`src/rtl/core/mtxq_pkg.sv`:
```
// mtxq_pkg: shared types and codes of the midi transmit event queue
// no dependencies; imported by the top level, its checker and the bench
package mtxq_pkg;

    // input command codes
    localparam logic [2:0] CMD_NOTE_ON  = 3'd0;
    localparam logic [2:0] CMD_NOTE_OFF = 3'd1;
    localparam logic [2:0] CMD_CC       = 3'd2;
    localparam logic [2:0] CMD_USB_CC   = 3'd3;
    localparam logic [2:0] CMD_PROGRAM  = 3'd4;
    localparam logic [2:0] CMD_BEND     = 3'd5;
    localparam logic [2:0] CMD_DISCARD  = 3'd6;
    localparam logic [2:0] CMD_SERVICE  = 3'd7;

    // result kinds
    localparam logic [1:0] KIND_ACK  = 2'd0;
    localparam logic [1:0] KIND_USB  = 2'd1;
    localparam logic [1:0] KIND_UART = 2'd2;

    // status byte high nibbles
    localparam logic [7:0] STATUS_NOTE_ON  = 8'h90;
    localparam logic [7:0] STATUS_NOTE_OFF = 8'h80;
    localparam logic [7:0] STATUS_CC       = 8'hb0;
    localparam logic [7:0] STATUS_PROGRAM  = 8'hc0;
    localparam logic [7:0] STATUS_BEND     = 8'he0;

    localparam logic [15:0] BEND_MAX  = 16'd16383;
    localparam logic [6:0]  LEVEL_MAX = 7'd127;

    // one queued event
    typedef struct packed {
        logic [7:0] status;
        logic [6:0] d1;
        logic [6:0] d2;
        logic       three_bytes;
        logic       usb_only;
        logic       usb_done;
        logic [1:0] pos;
    } t_entry;

    // one result word
    typedef struct packed {
        logic [1:0]  kind;
        logic [31:0] usb_packet;
        logic [7:0]  uart_byte;
        logic        accepted;
        logic [6:0]  queue_level;
        logic        last;
    } t_result;

endpackage

```
`src/rtl/core/mtxq_if.sv`:
```
// mtxq_in_if / mtxq_out_if: valid/ready channels of the midi transmit event queue
// no dependencies
interface mtxq_in_if;
    logic        valid;
    logic        ready;
    logic [2:0]  cmd;
    logic [3:0]  channel;
    logic [7:0]  data1;
    logic [7:0]  data2;
    logic [15:0] bend;
    logic        usb_mounted;
    logic        usb_ready;
    logic        uart_writable;

    modport source (
        output valid, cmd, channel, data1, data2, bend, usb_mounted, usb_ready, uart_writable,
        input  ready
    );
    modport sink (
        input  valid, cmd, channel, data1, data2, bend, usb_mounted, usb_ready, uart_writable,
        output ready
    );
endinterface

interface mtxq_out_if;
    logic        valid;
    logic        ready;
    logic [1:0]  kind;
    logic [31:0] usb_packet;
    logic [7:0]  uart_byte;
    logic        accepted;
    logic [6:0]  queue_level;
    logic        last;

    modport source (
        output valid, kind, usb_packet, uart_byte, accepted, queue_level, last,
        input  ready
    );
    modport sink (
        input  valid, kind, usb_packet, uart_byte, accepted, queue_level, last,
        output ready
    );
endinterface

```
`src/rtl/core/midi_tx_event_queue.sv`:
```
// midi_tx_event_queue: ring queue of midi channel messages feeding usb and uart sinks
// depends on mtxq_pkg and the channel interfaces in mtxq_if.sv
//
// usage: i_in carries one command word per handshake (message build, discard or
// service); o_out returns one or two result words per command, the final one
// flagged by last. message commands write one entry of the event memory at the
// write pointer; a full queue drops the message and reports accepted low.
// discard moves the read pointer onto the write pointer.
// handshakes: message, discard and empty-queue service words give their result
// in the cycle after acceptance and, while the output is free, can follow each
// other every cycle. a service word on a non-empty queue reads the head entry
// through the registered memory read, then modifies and writes it back once the
// output register is free; a second result word follows when it sends both a
// usb packet and a uart byte. no new word is accepted until the write-back is
// done, so no two accesses to one entry overlap.
// stall: results sit in an output register; input is taken only while that
// register is free or being emptied in the same cycle.
// reset: pointers, state and output valid are cleared; the event memory is not
// cleared, since only entries between the pointers are ever read.
module midi_tx_event_queue #(
    parameter int QUEUE_DEPTH = 128
) (
    input  logic            i_clk,
    input  logic            i_rst_n,
    mtxq_in_if.sink         i_in,
    mtxq_out_if.source      o_out
);
    import mtxq_pkg::*;

    localparam int PTR_W = $clog2(QUEUE_DEPTH);
    localparam logic [PTR_W-1:0] PTR_LAST = PTR_W'(QUEUE_DEPTH - 1);
    localparam logic [PTR_W:0]   DEPTH_X  = (PTR_W + 1)'(QUEUE_DEPTH);
    localparam logic [PTR_W:0]   LVL_SAT  = (PTR_W + 1)'(127);

    // sequencer states
    localparam logic [1:0] ST_IDLE   = 2'd0;
    localparam logic [1:0] ST_READ   = 2'd1;
    localparam logic [1:0] ST_SECOND = 2'd2;

    // event memory
    t_entry r_mem [QUEUE_DEPTH];

    logic [1:0]       r_state, n_state;
    logic [PTR_W-1:0] r_rp, n_rp;
    logic [PTR_W-1:0] r_wp, n_wp;
    t_entry           r_rd_data;
    logic             r_mounted, r_usb_ready, r_writable;
    t_result          r_out, n_out;
    logic             r_out_valid;
    t_result          r_second, n_second;

    logic             wr_en;
    logic [PTR_W-1:0] wr_addr;
    t_entry           wr_data;
    logic             rd_en;
    logic             load_out;
    logic             load_second;

    logic             in_hs;
    logic             out_free;
    logic [PTR_W-1:0] wp_inc, rp_inc;
    logic             full;

    // message build
    logic             is_msg;
    t_entry           new_entry;
    logic [15:0]      bend_sat;

    // head service
    t_entry           svc_entry;
    logic             svc_stall;
    logic             svc_usb;
    logic             svc_uart;
    logic             svc_pop;
    logic [1:0]       svc_len;
    logic [7:0]       svc_byte;
    logic [6:0]       svc_level;
    t_result          res_usb, res_uart, res_ack;

    // events held, saturated to the 7-bit level field
    function automatic logic [6:0] level_of(input logic [PTR_W-1:0] w,
                                            input logic [PTR_W-1:0] r);
        logic [PTR_W:0] d;
        if (w >= r) begin
            d = {1'b0, w} - {1'b0, r};
        end else begin
            d = {1'b0, w} + DEPTH_X - {1'b0, r};
        end
        return (d > LVL_SAT) ? LEVEL_MAX : 7'(d);
    endfunction

    function automatic t_result make_ack(input logic acc, input logic [6:0] lvl);
        t_result r;
        r = '0;
        r.kind        = KIND_ACK;
        r.accepted    = acc;
        r.queue_level = lvl;
        r.last        = 1'b1;
        return r;
    endfunction

    assign in_hs    = i_in.valid && i_in.ready;
    assign out_free = !r_out_valid || o_out.ready;
    assign i_in.ready = (r_state == ST_IDLE) && out_free;

    assign wp_inc = (r_wp == PTR_LAST) ? '0 : r_wp + 1'b1;
    assign rp_inc = (r_rp == PTR_LAST) ? '0 : r_rp + 1'b1;
    assign full   = (wp_inc == r_rp);

    // decode the command into a new event
    always_comb begin
        is_msg    = 1'b1;
        new_entry = '0;
        bend_sat  = (i_in.bend > BEND_MAX) ? BEND_MAX : i_in.bend;
        new_entry.three_bytes = 1'b1;
        new_entry.d1 = i_in.data1[6:0];
        new_entry.d2 = i_in.data2[6:0];
        unique case (i_in.cmd)
            CMD_NOTE_ON: begin
                new_entry.status = STATUS_NOTE_ON | {4'b0, i_in.channel};
            end
            CMD_NOTE_OFF: begin
                new_entry.status = STATUS_NOTE_OFF | {4'b0, i_in.channel};
                new_entry.d2     = '0;
            end
            CMD_CC: begin
                new_entry.status = STATUS_CC | {4'b0, i_in.channel};
            end
            CMD_USB_CC: begin
                new_entry.status   = STATUS_CC | {4'b0, i_in.channel};
                new_entry.usb_only = 1'b1;
            end
            CMD_PROGRAM: begin
                new_entry.status      = STATUS_PROGRAM | {4'b0, i_in.channel};
                new_entry.d2          = '0;
                new_entry.three_bytes = 1'b0;
            end
            CMD_BEND: begin
                new_entry.status = STATUS_BEND | {4'b0, i_in.channel};
                new_entry.d1     = bend_sat[6:0];
                new_entry.d2     = bend_sat[13:7];
            end
            default: begin
                is_msg = 1'b0;
            end
        endcase
    end

    // work on the head entry read from memory
    always_comb begin
        svc_entry = r_rd_data;
        svc_stall = 1'b0;
        svc_usb   = 1'b0;
        svc_uart  = 1'b0;
        svc_pop   = 1'b0;
        svc_len   = r_rd_data.three_bytes ? 2'd3 : 2'd2;
        if (!r_rd_data.usb_done) begin
            if (!r_mounted) begin
                svc_entry.usb_done = 1'b1;
            end else if (r_usb_ready) begin
                svc_usb            = 1'b1;
                svc_entry.usb_done = 1'b1;
            end else begin
                svc_stall = 1'b1;
            end
        end
        if (!svc_stall) begin
            if (r_rd_data.usb_only) begin
                svc_pop = 1'b1;
            end else begin
                if (r_writable && (r_rd_data.pos < svc_len)) begin
                    svc_uart      = 1'b1;
                    svc_entry.pos = r_rd_data.pos + 2'd1;
                end
                if (svc_entry.pos >= svc_len) begin
                    svc_pop = 1'b1;
                end
            end
        end
        case (r_rd_data.pos)
            2'd0:    svc_byte = r_rd_data.status;
            2'd1:    svc_byte = {1'b0, r_rd_data.d1};
            default: svc_byte = {1'b0, r_rd_data.d2};
        endcase
    end

    assign svc_level = level_of(r_wp, svc_pop ? rp_inc : r_rp);

    always_comb begin
        res_usb             = '0;
        res_usb.kind        = KIND_USB;
        res_usb.usb_packet  = {4'b0, r_rd_data.status[7:4], r_rd_data.status,
                               1'b0, r_rd_data.d1, 1'b0, r_rd_data.d2};
        res_usb.queue_level = svc_level;
        res_usb.last        = !svc_uart;
        res_uart             = '0;
        res_uart.kind        = KIND_UART;
        res_uart.uart_byte   = svc_byte;
        res_uart.queue_level = svc_level;
        res_uart.last        = 1'b1;
        res_ack              = make_ack(1'b0, svc_level);
    end

    // sequencer: accept, read, write back and emit
    always_comb begin
        n_state     = r_state;
        n_rp        = r_rp;
        n_wp        = r_wp;
        wr_en       = 1'b0;
        wr_addr     = r_wp;
        wr_data     = new_entry;
        rd_en       = 1'b0;
        load_out    = 1'b0;
        n_out       = r_out;
        load_second = 1'b0;
        n_second    = res_uart;
        unique case (r_state)
            ST_IDLE: begin
                if (in_hs) begin
                    if (is_msg) begin
                        if (!full) begin
                            wr_en = 1'b1;
                            n_wp  = wp_inc;
                        end
                        load_out = 1'b1;
                        n_out    = make_ack(!full, level_of(full ? r_wp : wp_inc, r_rp));
                    end else if (i_in.cmd == CMD_DISCARD) begin
                        n_rp     = r_wp;
                        load_out = 1'b1;
                        n_out    = make_ack(1'b0, level_of(r_wp, r_wp));
                    end else if (r_rp == r_wp) begin
                        // service on an empty queue
                        load_out = 1'b1;
                        n_out    = make_ack(1'b0, level_of(r_wp, r_rp));
                    end else begin
                        rd_en   = 1'b1;
                        n_state = ST_READ;
                    end
                end
            end
            ST_READ: begin
                if (out_free) begin
                    wr_en    = 1'b1;
                    wr_addr  = r_rp;
                    wr_data  = svc_entry;
                    load_out = 1'b1;
                    if (svc_pop) begin
                        n_rp = rp_inc;
                    end
                    if (svc_usb) begin
                        n_out = res_usb;
                    end else if (svc_uart) begin
                        n_out = res_uart;
                    end else begin
                        n_out = res_ack;
                    end
                    if (svc_usb && svc_uart) begin
                        load_second = 1'b1;
                        n_state     = ST_SECOND;
                    end else begin
                        n_state = ST_IDLE;
                    end
                end
            end
            ST_SECOND: begin
                if (out_free) begin
                    load_out = 1'b1;
                    n_out    = r_second;
                    n_state  = ST_IDLE;
                end
            end
            default: begin
                n_state = ST_IDLE;
            end
        endcase
    end

    // memory port: one write and one registered read
    always_ff @(posedge i_clk) begin
        if (wr_en) begin
            r_mem[wr_addr] <= wr_data;
        end
        if (rd_en) begin
            r_rd_data <= r_mem[r_rp];
        end
    end

    // control state
    always_ff @(posedge i_clk) begin
        if (!i_rst_n) begin
            r_state     <= ST_IDLE;
            r_rp        <= '0;
            r_wp        <= '0;
            r_out_valid <= 1'b0;
        end else begin
            r_state <= n_state;
            r_rp    <= n_rp;
            r_wp    <= n_wp;
            if (load_out) begin
                r_out_valid <= 1'b1;
            end else if (o_out.ready) begin
                r_out_valid <= 1'b0;
            end
        end
    end

    // payload registers
    always_ff @(posedge i_clk) begin
        if (rd_en) begin
            r_mounted   <= i_in.usb_mounted;
            r_usb_ready <= i_in.usb_ready;
            r_writable  <= i_in.uart_writable;
        end
        if (load_out) begin
            r_out <= n_out;
        end
        if (load_second) begin
            r_second <= n_second;
        end
    end

    assign o_out.valid       = r_out_valid;
    assign o_out.kind        = r_out.kind;
    assign o_out.usb_packet  = r_out.usb_packet;
    assign o_out.uart_byte   = r_out.uart_byte;
    assign o_out.accepted    = r_out.accepted;
    assign o_out.queue_level = r_out.queue_level;
    assign o_out.last        = r_out.last;

endmodule

```
`src/flat_wrapper.sv`:
```
// flat-port wrapper written by rule: the top's interface ports become plain ports
module midi_tx_event_queue_flat import mtxq_pkg::*;
#(
    parameter int QUEUE_DEPTH = 128
)
  (i_clk, i_rst_n, i_in_valid, i_in_cmd, i_in_channel, i_in_data1, i_in_data2, i_in_bend, i_in_usb_mounted, i_in_usb_ready, i_in_uart_writable, i_in_ready, o_out_valid, o_out_kind, o_out_usb_packet, o_out_uart_byte, o_out_accepted, o_out_queue_level, o_out_last, o_out_ready);
  mtxq_in_if i_in_i ();
  mtxq_out_if o_out_i ();
  input  logic i_clk;
  input  logic i_rst_n;
  input wire logic [$bits(i_in_i.valid)-1:0] i_in_valid;
  input wire logic [$bits(i_in_i.cmd)-1:0] i_in_cmd;
  input wire logic [$bits(i_in_i.channel)-1:0] i_in_channel;
  input wire logic [$bits(i_in_i.data1)-1:0] i_in_data1;
  input wire logic [$bits(i_in_i.data2)-1:0] i_in_data2;
  input wire logic [$bits(i_in_i.bend)-1:0] i_in_bend;
  input wire logic [$bits(i_in_i.usb_mounted)-1:0] i_in_usb_mounted;
  input wire logic [$bits(i_in_i.usb_ready)-1:0] i_in_usb_ready;
  input wire logic [$bits(i_in_i.uart_writable)-1:0] i_in_uart_writable;
  output wire logic [$bits(i_in_i.ready)-1:0] i_in_ready;
  output wire logic [$bits(o_out_i.valid)-1:0] o_out_valid;
  output wire logic [$bits(o_out_i.kind)-1:0] o_out_kind;
  output wire logic [$bits(o_out_i.usb_packet)-1:0] o_out_usb_packet;
  output wire logic [$bits(o_out_i.uart_byte)-1:0] o_out_uart_byte;
  output wire logic [$bits(o_out_i.accepted)-1:0] o_out_accepted;
  output wire logic [$bits(o_out_i.queue_level)-1:0] o_out_queue_level;
  output wire logic [$bits(o_out_i.last)-1:0] o_out_last;
  input wire logic [$bits(o_out_i.ready)-1:0] o_out_ready;
  assign i_in_i.valid = i_in_valid;
  assign i_in_i.cmd = i_in_cmd;
  assign i_in_i.channel = i_in_channel;
  assign i_in_i.data1 = i_in_data1;
  assign i_in_i.data2 = i_in_data2;
  assign i_in_i.bend = i_in_bend;
  assign i_in_i.usb_mounted = i_in_usb_mounted;
  assign i_in_i.usb_ready = i_in_usb_ready;
  assign i_in_i.uart_writable = i_in_uart_writable;
  assign i_in_ready = i_in_i.ready;
  assign o_out_valid = o_out_i.valid;
  assign o_out_kind = o_out_i.kind;
  assign o_out_usb_packet = o_out_i.usb_packet;
  assign o_out_uart_byte = o_out_i.uart_byte;
  assign o_out_accepted = o_out_i.accepted;
  assign o_out_queue_level = o_out_i.queue_level;
  assign o_out_last = o_out_i.last;
  assign o_out_i.ready = o_out_ready;
  midi_tx_event_queue #(.QUEUE_DEPTH(QUEUE_DEPTH)) u_core (.i_clk(i_clk), .i_rst_n(i_rst_n), .i_in(i_in_i), .o_out(o_out_i));
endmodule
```
`config.mk`:
```
export PLATFORM = sky130hd
export DESIGN_NAME = midi_tx_event_queue_flat
export DESIGN_NICKNAME = d
export VERILOG_FILES = /design/src/rtl/core/mtxq_pkg.sv /design/src/rtl/core/mtxq_if.sv /design/src/rtl/core/midi_tx_event_queue.sv /design/src/flat_wrapper.sv
export SDC_FILE = /design/constraint.sdc
export NUM_CORES = 2
export LEC_CHECK = 0
export BUFFER_PORTS_ARGS = -buffer_cell sky130_fd_sc_hd__clkbuf_2
export CAP_MARGIN = 15
export CORE_MARGIN = 3
export CORE_UTILIZATION = 46
export DETAILED_ROUTE_END_ITERATION = 6
export GPL_TIMING_DRIVEN = 1
export RECOVER_POWER = 100
export SLEW_MARGIN = 20
export SYNTH_ARGS = -nofsm -noshare
export SYNTH_HDL_FRONTEND = slang
export SYNTH_SLANG_ARGS = --single-unit
```
`constraint.sdc`:
```
create_clock -name i_clk -period 10.9 [get_ports i_clk]
set_clock_uncertainty 0.05 [all_clocks]
set_input_delay 0 -clock i_clk [delete_from_list [all_inputs] [get_ports i_clk]]
set_output_delay 0 -clock i_clk [all_outputs]
set_load 0.02 [all_outputs]
```
## Yosys cells after proc, flatten, opt, wreduce, memory -nomap -nowiden

Memories as Yosys holds them, arrays and structs flattened. A register that Yosys moved wholly into a read port is not among the register bits.
Index checks and enable logic that the tools add are counted.

- Flip-flop bits (word level): 86
- Memory bits (writable): 3,456
- Output and inout port bits: 53
- Logic and storage cells: 183
- Memories kept: 1

- Add/sub/neg operators: 13
- Order comparisons: 11
- Equal/unequal tests: 21
- Muxes and demuxes: 100
- Reduce and logical (&&, ||, !) cells: 22

Memories:

| memory | depth | bits a word | read ports | clocked after memory_dff | write ports | line | text |
|---|---|---|---|---|---|---|---|
| u_core.r_mem | 128 | 27 | 1 | 1 | 1 | midi_tx_event_queue.sv:41 | `t_entry r_mem [QUEUE_DEPTH];` |

Operator list:

| kind | number |
|---|---|
| $mux W51 | 8 |
| $pmux W51 S3 | 1 |
| $mux W8 | 16 |
| $mux W7 | 15 |
| $mux W27 | 2 |
| $pmux W8 S5 | 1 |
| $mux W1 | 38 |
| $gt A8 B7 Y1 const B | 4 |
| $sub A7 B7 Y8 | 4 |
| $sub A8 B7 Y8 | 4 |
| $ge A7 B7 Y1 | 4 |
| $pmux W7 S2 | 2 |
| $mux W2 | 12 |
| $add A7 B8 Y8 const B | 2 |
| $gt A16 B14 Y1 const B | 1 |
| $pmux W8 S2 | 1 |
| $add A7 B1 Y7 const B | 2 |
| $eq A7 B7 Y1 | 2 |
| $eq A7 B7 Y1 const B | 2 |
| $mux W14 | 1 |
| $reduce_and A6 Y1 | 2 |
| $eq A3 B3 Y1 const B | 3 |
| $ne A2 B2 Y1 const B | 4 |
| $eq A3 B2 Y1 const B | 2 |
| 21 further kinds | 34 |

## Logic depth before layout (Yosys ltp)

- Word-level depth: 19
- Gate-level depth with buffers: 20
- Depth with buffers taken out: 18

## Worst setup path before layout

No wires, ideal clock.

- Path kind: reg-to-reg
- Start point: register u_core.r_state[1]
- End point: memory u_core.r_mem[0][16] (netlist name) (data pin)
- Library setup time: 1,223 ps
- Arrival: 7,013 ps
- Data required time: 9,627 ps
- Setup slack: 2,613 ps
- Cell stages (with the launch flop): 9
- Path buffers: 4
- Path through: dfxtp_1 > inv_1 > ha_1 > clkbuf_1 > and2_1 > buf_1 > clkbuf_1 > clkbuf_1 > o31ai_1

RTL lines:

| element | line | text |
|---|---|---|
| start: declaration | midi_tx_event_queue.sv:43 | `logic [1:0] r_state, n_state;` |
| start signal: assignment | midi_tx_event_queue.sv:296 | `r_state <= n_state;` |
| end: declaration | midi_tx_event_queue.sv:41 |  |

## Worst setup path after layout

- Start point: register u_core.r_state[1]
- End point: memory u_core.r_mem[108][12] (netlist name) (enable)

- Longest elaborated chain between the ends: 7

RTL lines:

| element | line | text |
|---|---|---|
| $logic_not A2 Y1 | midi_tx_event_queue.sv:104, midi_tx_event_queue.sv:217 |  |
| $logic_and A1 B1 Y1 | midi_tx_event_queue.sv:104 | `assign i_in.ready = (r_state == ST_IDLE) && out_free;` |
| $logic_and A1 B1 Y1 | midi_tx_event_queue.sv:102 | `assign in_hs = i_in.valid && i_in.ready;` |
| $mux W1 | midi_tx_event_queue.sv:219 | `if (in_hs) begin` |
| $pmux W1 S2 | midi_tx_event_queue.sv:217 | `unique case (r_state)` |
| $mux W1 | midi_tx_event_queue.sv:280 | `if (wr_en) begin` |
| $mux W1 (not written as such) | midi_tx_event_queue.sv:281 | `r_mem[wr_addr] <= wr_data;` |

Parallel ways exist; a longest one is shown, timed or not.

==> impl_results.md <==
- Worst setup endpoint: u_core.r_mem[108][12]$_DFFE_PP_
- Reg2reg path depth: 10
- Fillers: 22,700
- Final HPWL DP: 206 mm
- R2R Path End: u_core.r_mem[108][12]$_DFFE_PP_
- PortBufs: 90
- Post-synthesis async set-or-reset flop share: 0
- Total die area: 0.306 sq mm
- RR Startpoint: u_core.r_state[1]$_SDFFE_PN0P_
- Syn Area/Cell: 23.2 sq um
- Number of vias per cell: 6.23
- GPL Wtd Cong: 0.848
- Endpoints failing setup: 0
- Final setup TNS: 0 ns
- Synth-to-layout area growth: 13.1%
- IO Count: 99
- Post-CTS setup buffer count: 0
- Fmax: 0.120 GHz
- Cell taking the most area after synthesis: edfxtp_1
- CP Max Fanout: 47
- Later-pin clock latency in the skew report: 0.90 ns
- Critical path arrival: 8.71 ns
- Post-route minimum period: 8.33 ns
- Worst slew margin relative to its limit: -1.93
- CTS tree: yes
- Leakage power: 47.6 nW
- Post-synth EDFFs: 3,542
- CTS clk-pin slew, worst paths: 0.06 ns
- Unrepaired setup endpoints after global routing: no
- Share of layout cells above drive strength 1: 0.274
- Final period util: 0.764
- Worst Setup SP: u_core.r_state[1]$_SDFFE_PN0P_
- Worst path required time: 11.28 ns
- Number of max-cap violations: 112
- Final Util: 0.524
- WL final: 371 mm
- Overall power: 28.0 mW
- Vias in the first global route: 66,100
- Total clock sinks: 3,559
- Power per cell area: 180 mW/mm^2
- Global-route wire length before repair: 517 mm
- Seq cells post-synth: 3,559
- Final nets: 6,429
- Initial Util: 0.463
- Routed via count: 66,000
- # H-tree levels: 5
- YS warnings: 0
- Final global-route overflow total: 0
- Clock Tree Root: clkbuf_16
- Synthesized area: 0.138 sq mm
- Top-count cell post-synth: edfxtp_1
- Peak supply drop: 0.141 mV
- Pins Over Slew Limit: 3,356
- Initial antenna violation count: 24
- Reg2reg setup slack: 2.57 ns
- Nature of the critical path endpoint: flip-flop
- Final hold violation count: 0
- Synth area leaders: edfxtp_1, mux4_2, mux2i_1, nor2_1, a22oi_1
- Die height: 553 um
- HP Class: in2reg
- Crit start category: flip-flop
- Failing checks: max-capacitance violations, max-slew violations
- Synth Instances: 5,941
- Kind of critical path: reg2reg
- Gr usage total: 0.240
- Seq/Total Area, Yosys: 0.775
- Core area: 0.298 sq mm
- Final ANT Viol Nets: 0
- Ys flop type: edfxtp_1
- CTS Buf Count: 369
- Share of the synthesized area in the top cell type: 0.772
- Drt drc: 0
- DR pass1 iterations: 5
- Slew at the pin with the worst max-slew slack: 4.39 ns
- Wire length per cell: 35.0 um
- Pin count of the biggest net entering global routing: 108
- Initial DRC Count: 8,982
- Post-synth cell types: 69
- Outcome: finished with violations
- Cell Rows: 200
- Die Wd: 553 um
- Synth cell count leaders: edfxtp_1, mux4_2, nor2_1, clkbuf_1, mux2i_1
- Clock Path Buffers: 4
[through the flow]
step | hold WS (ns) | cells | instance area (sq um) | setup slack (ns)
after floorplan | 0.0489 | 5946 | 138000 | 2.61
after global placement | 0.262 | 9874 | 145000 | 5.13
after detailed placement | 0.261 | 9881 | 145000 | 5.11
after CTS | 0.0113 | 10600 | 157000 | 5.11
after global routing | 0.0819 | 10600 | 156000 | 2.40
final | 0.0598 | 10600 | 156000 | 2.57
[repair_timing]
| item | 4_1_cts | 5_1_grt |
|---|---|---|
| gates resized for setup | 0 | 0 |
| hold endpoints to repair | 543 | 4 |
| hold buffers | 28 | 1 |
[area by class of cell]
type,count,area [sq um],area share
Clock buffer,460,9770,0.0627
Inverter,34,143,0.000915
Sequential cell,3559,107000,0.685
Timing Repair Buffer,368,2460,0.0158
Antenna cell,15,37.5,0.000241
Clock inverter,191,1520,0.00977
Multi-Input combinational cell,2018,30300,0.194
Tap cell,3939,4930,0.0316
[sequential cells by signal, summed over array words and instances (netlist names), 2 cells and up]
signal,flops
u_core.r_mem,3456
u_core.o_out.queue_level,7
u_core.r_second,15
u_core.o_out.usb_packet,22
u_core.r_rd_data,27
u_core.r_rp,7
u_core.r_state,2
u_core.r_wp,7
u_core.o_out.uart_byte,8
u_core.o_out.kind,2
[critical path, cell delays in order, from the launching register on]
cell      delay (ns)
dfxtp_1         0.37
inv_1           0.09
ha_1            0.18
clkbuf_1        0.57
nand2_2         0.19
clkbuf_1        2.32
nand3b_1        0.36
nand2_1         0.88
nand2_1         0.70
nor2_4          0.24
clkbuf_1        1.84
[worst min-delay path by stage]
stage	slack, ns	from	end	cells past startpoint
2_1_floorplan	0.05	i_in_usb_mounted	u_core.r_mounted$_DFFE_PP_	0
3_3_place_gp	0.26	i_in_uart_writable	u_core.r_writable$_DFFE_PP_	1
3_5_place_dp	0.26	i_in_uart_writable	u_core.r_writable$_DFFE_PP_	1
4_1_cts	0.01	i_in_bend[7]	u_core.r_mem[83][5]$_DFFE_PP_	3
6_report	0.06	i_rst_n	u_core.r_wp[5]$_SDFFE_PN0P_	3
5_1_grt	0.08	i_rst_n	u_core.r_wp[5]$_SDFFE_PN0P_	3
[where the power goes]
part	switching (mW)	internal [mW]	total [mW]
registers	0.0194	15.2	15.2
logic	0.640	0.198	0.838
clock network	5.09	6.83	11.9
[per-layer routing]
| metal | vias up | wire length (um) | part of all wire | GRT usage |
|---|---|---|---|---|
| met2 | 3203 | 177000 | 0.48 | 0.379 |
| met1 | 35900 | 146000 | 0.39 | 0.339 |
| met3 | 568 | 33500 | 0.090 | 0.0469 |
| met5 | - | 13 | 0.000035 | 0 |
| li1 | 26300 | - | - | - |
| met4 | 2 | 13700 | 0.037 | 0.0804 |
[kinds of logic after synthesis]
family	Yosys count	synth area share
adder cells (fa/ha/maj)	33	0.00316
AND/OR/NAND/NOR	427	0.0137
XOR/XNOR	25	0.00159
buffers and inverters	369	0.0111
flip-flops	3559	0.775
multiplexers	1150	0.177
AO/OA/AOI/OAI	377	0.0192
other	1	0.0000272
[cells in the final DEF, fill, tap and decap left out, types with 87 or more instances in the layout]
cell          n
clkinv_1     88
clkbuf_1    224
clkbuf_16   378
mux4_2     1023
a21oi_1      87
nor2_1      140
buf_4       134
edfxtp_1   3542
mux2i_1     123
nand2_1      91
a22oi_1      90
Note: power is estimated with default switching activity, not from simulation.
